===== config.mk =====
export PLATFORM = sky130hd
export DESIGN_NAME = prl_expiry
export DESIGN_NICKNAME = d
export VERILOG_FILES = /design/src/rtl/prl_pkg.sv /design/src/rtl/prl_expiry.sv
export SDC_FILE = /design/constraint.sdc
export NUM_CORES = 1
export LEC_CHECK = 0
export BUFFER_PORTS_ARGS = -buffer_cell sky130_fd_sc_hd__buf_2
export CELL_PAD_IN_SITES_DETAIL_PLACEMENT = 1
export CELL_PAD_IN_SITES_GLOBAL_PLACEMENT = 1
export CORE_UTILIZATION = 35
export DETAILED_ROUTE_END_ITERATION = 6
export GPL_TIMING_DRIVEN = 0
export PLACE_DENSITY = 0.88
export SLEW_MARGIN = 20
export SYNTH_ARGS = -nofsm -noshare
export SYNTH_HDL_FRONTEND = slang
export SYNTH_SLANG_ARGS = --single-unit

===== constraint.sdc =====
create_clock -name vclk -period 8.4
set_input_delay 1.68 -clock vclk [all_inputs]
set_output_delay 1.68 -clock vclk [all_outputs]
set_load 0.01 [all_outputs]

===== src/rtl/prl_pkg.sv =====
// Types, constants and register codes of the per-client rate limiter.
// No dependencies; imported by every module of the block.
package prl_pkg;

	localparam int TABLE_ENTRIES = 64;
	localparam int IDX_W         = $clog2(TABLE_ENTRIES);
	localparam int ADDR_W        = 32;
	localparam int TIME_W        = 32;
	localparam int COUNT_W       = 16;
	localparam int CFG_W         = 16;
	localparam int CFG_IDX_W     = 2;
	localparam int FREED_W       = 7;

	localparam logic [IDX_W-1:0]   LAST_IDX     = IDX_W'(TABLE_ENTRIES - 1);
	localparam logic [COUNT_W-1:0] COUNT_MAX    = '1;
	localparam logic [COUNT_W-1:0] COUNT_ONE    = COUNT_W'(1);
	localparam logic [CFG_W-1:0]   RESET_LIMIT  = CFG_W'(60);
	localparam logic [CFG_W-1:0]   RESET_WINDOW = CFG_W'(60);

	localparam logic [CFG_IDX_W-1:0] REG_MAX_REQUESTS   = CFG_IDX_W'(0);
	localparam logic [CFG_IDX_W-1:0] REG_WINDOW_SECONDS = CFG_IDX_W'(1);

	localparam logic ACT_REQUEST = 1'b0;
	localparam logic ACT_SWEEP   = 1'b1;

	typedef enum logic [1:0] {
		ST_IDLE,
		ST_SCAN,
		ST_RESOLVE
	} state_t;

	typedef struct packed {
		logic              action;
		logic [ADDR_W-1:0] client_addr;
		logic [TIME_W-1:0] now_sec;
	} req_t;

	typedef struct packed {
		logic               allowed;
		logic [COUNT_W-1:0] request_count;
		logic               table_full;
		logic [FREED_W-1:0] freed_entries;
	} rsp_t;

	typedef struct packed {
		logic [ADDR_W-1:0]  addr;
		logic [TIME_W-1:0]  start;
		logic [COUNT_W-1:0] count;
	} entry_t;

	typedef struct packed {
		logic             mem_we;
		logic             vld_set;
		logic             vld_clr;
		logic [IDX_W-1:0] idx;
		entry_t           data;
	} tbl_wr_t;

endpackage


===== src/rtl/prl_expiry.sv =====
// Shared window expiry unit: wrapping elapsed time compared with the window length.
// Depends on prl_pkg.
module prl_expiry import prl_pkg::*; (
	input  logic [TIME_W-1:0] now_sec,
	input  logic [TIME_W-1:0] start,
	input  logic [CFG_W-1:0]  window,
	output logic              expired
);

	logic [TIME_W-1:0] elapsed;

	assign elapsed = now_sec - start;
	assign expired = elapsed > TIME_W'(window);

endmodule


==> run summary <==
• **run status** complete, no violations
• **filler instances** 825
• **Mapped Avg Cell Area** 6.643 um2
• **vias in the first global route** 2,734
• **initial antenna violation count** 0
• **portion of total power attributed to the clock network** 0%
• **post-CTS sizing** 0
• **overall die area** 6584 um2
• **post-CTS setup buffer count** 0
• **number of nets produced by synthesis** 458
• **longest individual stage delay on the worst path** 420 ps
• **via count** 2,666
• **GRT Total Usage** 20.83%
• **Combinational Power Share** 100.0%
• **total negative slack** 0 ps
• **number of routed nets with antenna violations** 0
• **antenna diode instance count** 0
• **unrepaired setup endpoints after global routing** false
• **Int Pwr** 0.09086 mW
• **Hold Fails Final Rpt** 0
• **cell chain of the critical path** buf_2 -> ha_1 -> a21oi_2 -> o21ai_0 -> and3_1 -> nor2_1 -> nand3_1 -> a21o_1 -> a31oi_1 -> xnor2_1 -> ha_1 -> nand4_1 -> nor3_1 -> a2111oi_0 -> a21oi_1 -> a2111oi_0 -> and3_1 -> nand4_1 -> nor4_1 -> nand4_1 -> buf_2
• **Netlist Area Pre-Place** 2192 um2
• **top-level I/O count** 81
• **share of final-layout standard cells stronger than drive strength 1** 21.41%
• **cell mode on critical path** nand4_1
• **ratio of total power to cell area** 76.17 nW/um2
• **post-synthesis cell count** 330
• **most area-hungry cell type in the Yosys netlist** ha_1
• **Placement Rows** 28
• **drc violations** 0
• **dominant delay contributor by cell family on the critical path** compound AO/OA/AOI/OAI gates
• **routed wire length per instance** 13.98 um
• **Netlist cell types** 49
• **Initial DRC Count** 77
• **number of violations of the max-capacitance limit** 0
• **total leakage power** 1.497 nW
• **slew margin rel.** 74.30%
• **total number of sequential cells** 0
• **number of clock buffers in the layout** 0
• **final wirelength** 6794 um
• **element type at the critical path end** output pin
• **final RePlAce weighted congestion** 0.8680
• **NetSw** 0.1141 mW
• **beginning of the critical path** now_sec[6]
• **placed wire-length estimate** 6127 um
• **required time reported for the critical path endpoint** 6720 ps
• **FF/Latch Area** 0 um2
• **Seq/Total Area, Yosys** 0%
• **Switching Share** 55.68%
• **top cells by count, synth** 56 x inv_1, 47 x ha_1, 38 x a21oi_1
• **fmax** 134.4 MHz
• **Hold Buf Count CTS** 0
• **layout net count** 541
• **area share of the largest cell type after synthesis** 26.83%
• **effective utilization at floorplan** 36.59%
• **yosys warns** 0
• **arrival time of the worst setup path** 5760 ps
• **Worst Tran Pin Value** 375.8 ps
• **vertical die dimension** 81.14 um
• **pin count of the biggest net entering global routing** 10
• **critical path start-end classification** primary input to output pin
• **worst IR drop on VDD** 31.14 uV
• **Max Transition Viols Final** 0
• **routed vias/inst** 5.486
• **Crit path buffers/inverters** 2
• **area growth from synthesis to layout** 22.77%
• **critical-path cell with the highest stage delay** a2111oi_0
• **min cycle time layout** 7442 ps
• **chip width** 81.14 um
• **CP max FO** 6
• **Finish-stage setup viols** 0
• **fraction of the cycle the final worst path needs** 88.60%
• **critical hold path startpoint** now_sec[31]
• **core outline area** 5991 um2
• **global route total overflow** 0
• **kind of path behind the tightest hold check** primary input to output pin
• **total cell area at the placement stage** 2691 um2
• **first-pass GRT wire length** 11,270 um
• **First-pass DRT Iterations** 4
• **Critical Path Start Type** primary input
• **quantity of I/O buffers inserted on ports** 81
• **largest cells by area after synthesis** ha_1 27%, inv_1 9.6%, a21oi_1 8.7%
• **cell with the most instances after synthesis** inv_1
• **Final Cell Area** 2691 um2
• **register share of total power** 0%
[cell type report]
cell class | instances | area (um2) | area share [%]
tap | 75 | 93.84 | 3.487
inverter | 56 | 210.2 | 7.810
timing repair buffer | 81 | 405.4 | 15.06
buffer | 4 | 15.01 | 0.5579
multi-input combinational | 270 | 1967 | 73.08
[layout by cell type (no fill, tap or decap), types with 3 or more instances in the layout]
cell / netlist / routed
a211o_1: 3 / 3
a211oi_1: 3 / 3
a21o_1: 11 / 11
a21oi_1: 38 / 38
a31oi_1: 4 / 4
and2_1: 3 / 3
buf_2: 0 / 81
clkbuf_1: 4 / 4
ha_1: 47 / 47
inv_1: 56 / 56
nand2_1: 25 / 25
nand2b_1: 3 / 3
nand3_1: 13 / 13
nand4_1: 14 / 14
nor2_1: 17 / 17
nor2b_1: 3 / 3
nor3_1: 3 / 3
nor4_1: 3 / 3
o21ai_0: 17 / 17
o21bai_1: 4 / 4
xnor2_1: 13 / 13
xor2_1: 10 / 10
[kinds of logic after synthesis]
| group | share of synthesized area (%) |
|---|---|
| AO/OA/AOI/OAI | 28.88 |
| AND/OR/NAND/NOR | 22.20 |
| buffers and inverters | 10.27 |
| adder cells (fa/ha/maj) | 27.74 |
| XOR/XNOR | 9.932 |
| multiplexers | 0.9703 |
[power groups by stage]
| stage | clock (mW) | sequential, mW | combinational [mW] |
|---|---|---|---|
| after floorplan | 0 | 0 | 0.145 |
| after global placement | 0 | 0 | 0.194 |
| after detailed placement | 0 | 0 | 0.204 |
| after CTS | 0 | 0 | 0.206 |
| after global routing | 0 | 0 | 0.232 |
| final | 0 | 0 | 0.205 |
[worst paths after layout]
| kind | endpoint | slack, ps | cells past startpoint |
|---|---|---|---|
| worst max-delay path | expired | 960 | 21 |
| worst min-delay path | expired | 3860 | 5 |
[layer usage]
layer	track usage [%]	vias up	share of wire (%)
li1	-	1339	-
met3	0.3371	0	2.8
met2	43.36	59	52
met5	0	-	0
met1	24.27	1268	45
met4	0.7143	0	0
[tightest hold or removal path: cells and delay by family]
| kind | cells | cell delay (ps) |
|---|---|---|
| XOR/XNOR | 1 | 90 |
| buffers and inverters | 2 | 220 |
| AND/OR/NAND/NOR | 2 | 190 |
[metrics by stage]
stage               hold slack (ps)  worst slack, ps  cells  total power [mW]  utilization, %
floorplan                      3648             1680    330            0.1454               -
global placement               3845             1074    486            0.1943           44.92
detailed placement             3860            949.8    486            0.2044           44.92
CTS                            3864            929.9    486            0.2057           44.92
global route                   3878            443.7    486            0.2322           44.92
finish                         3858            957.9    486            0.2050           44.92
(Power assumes the default switching activity.)
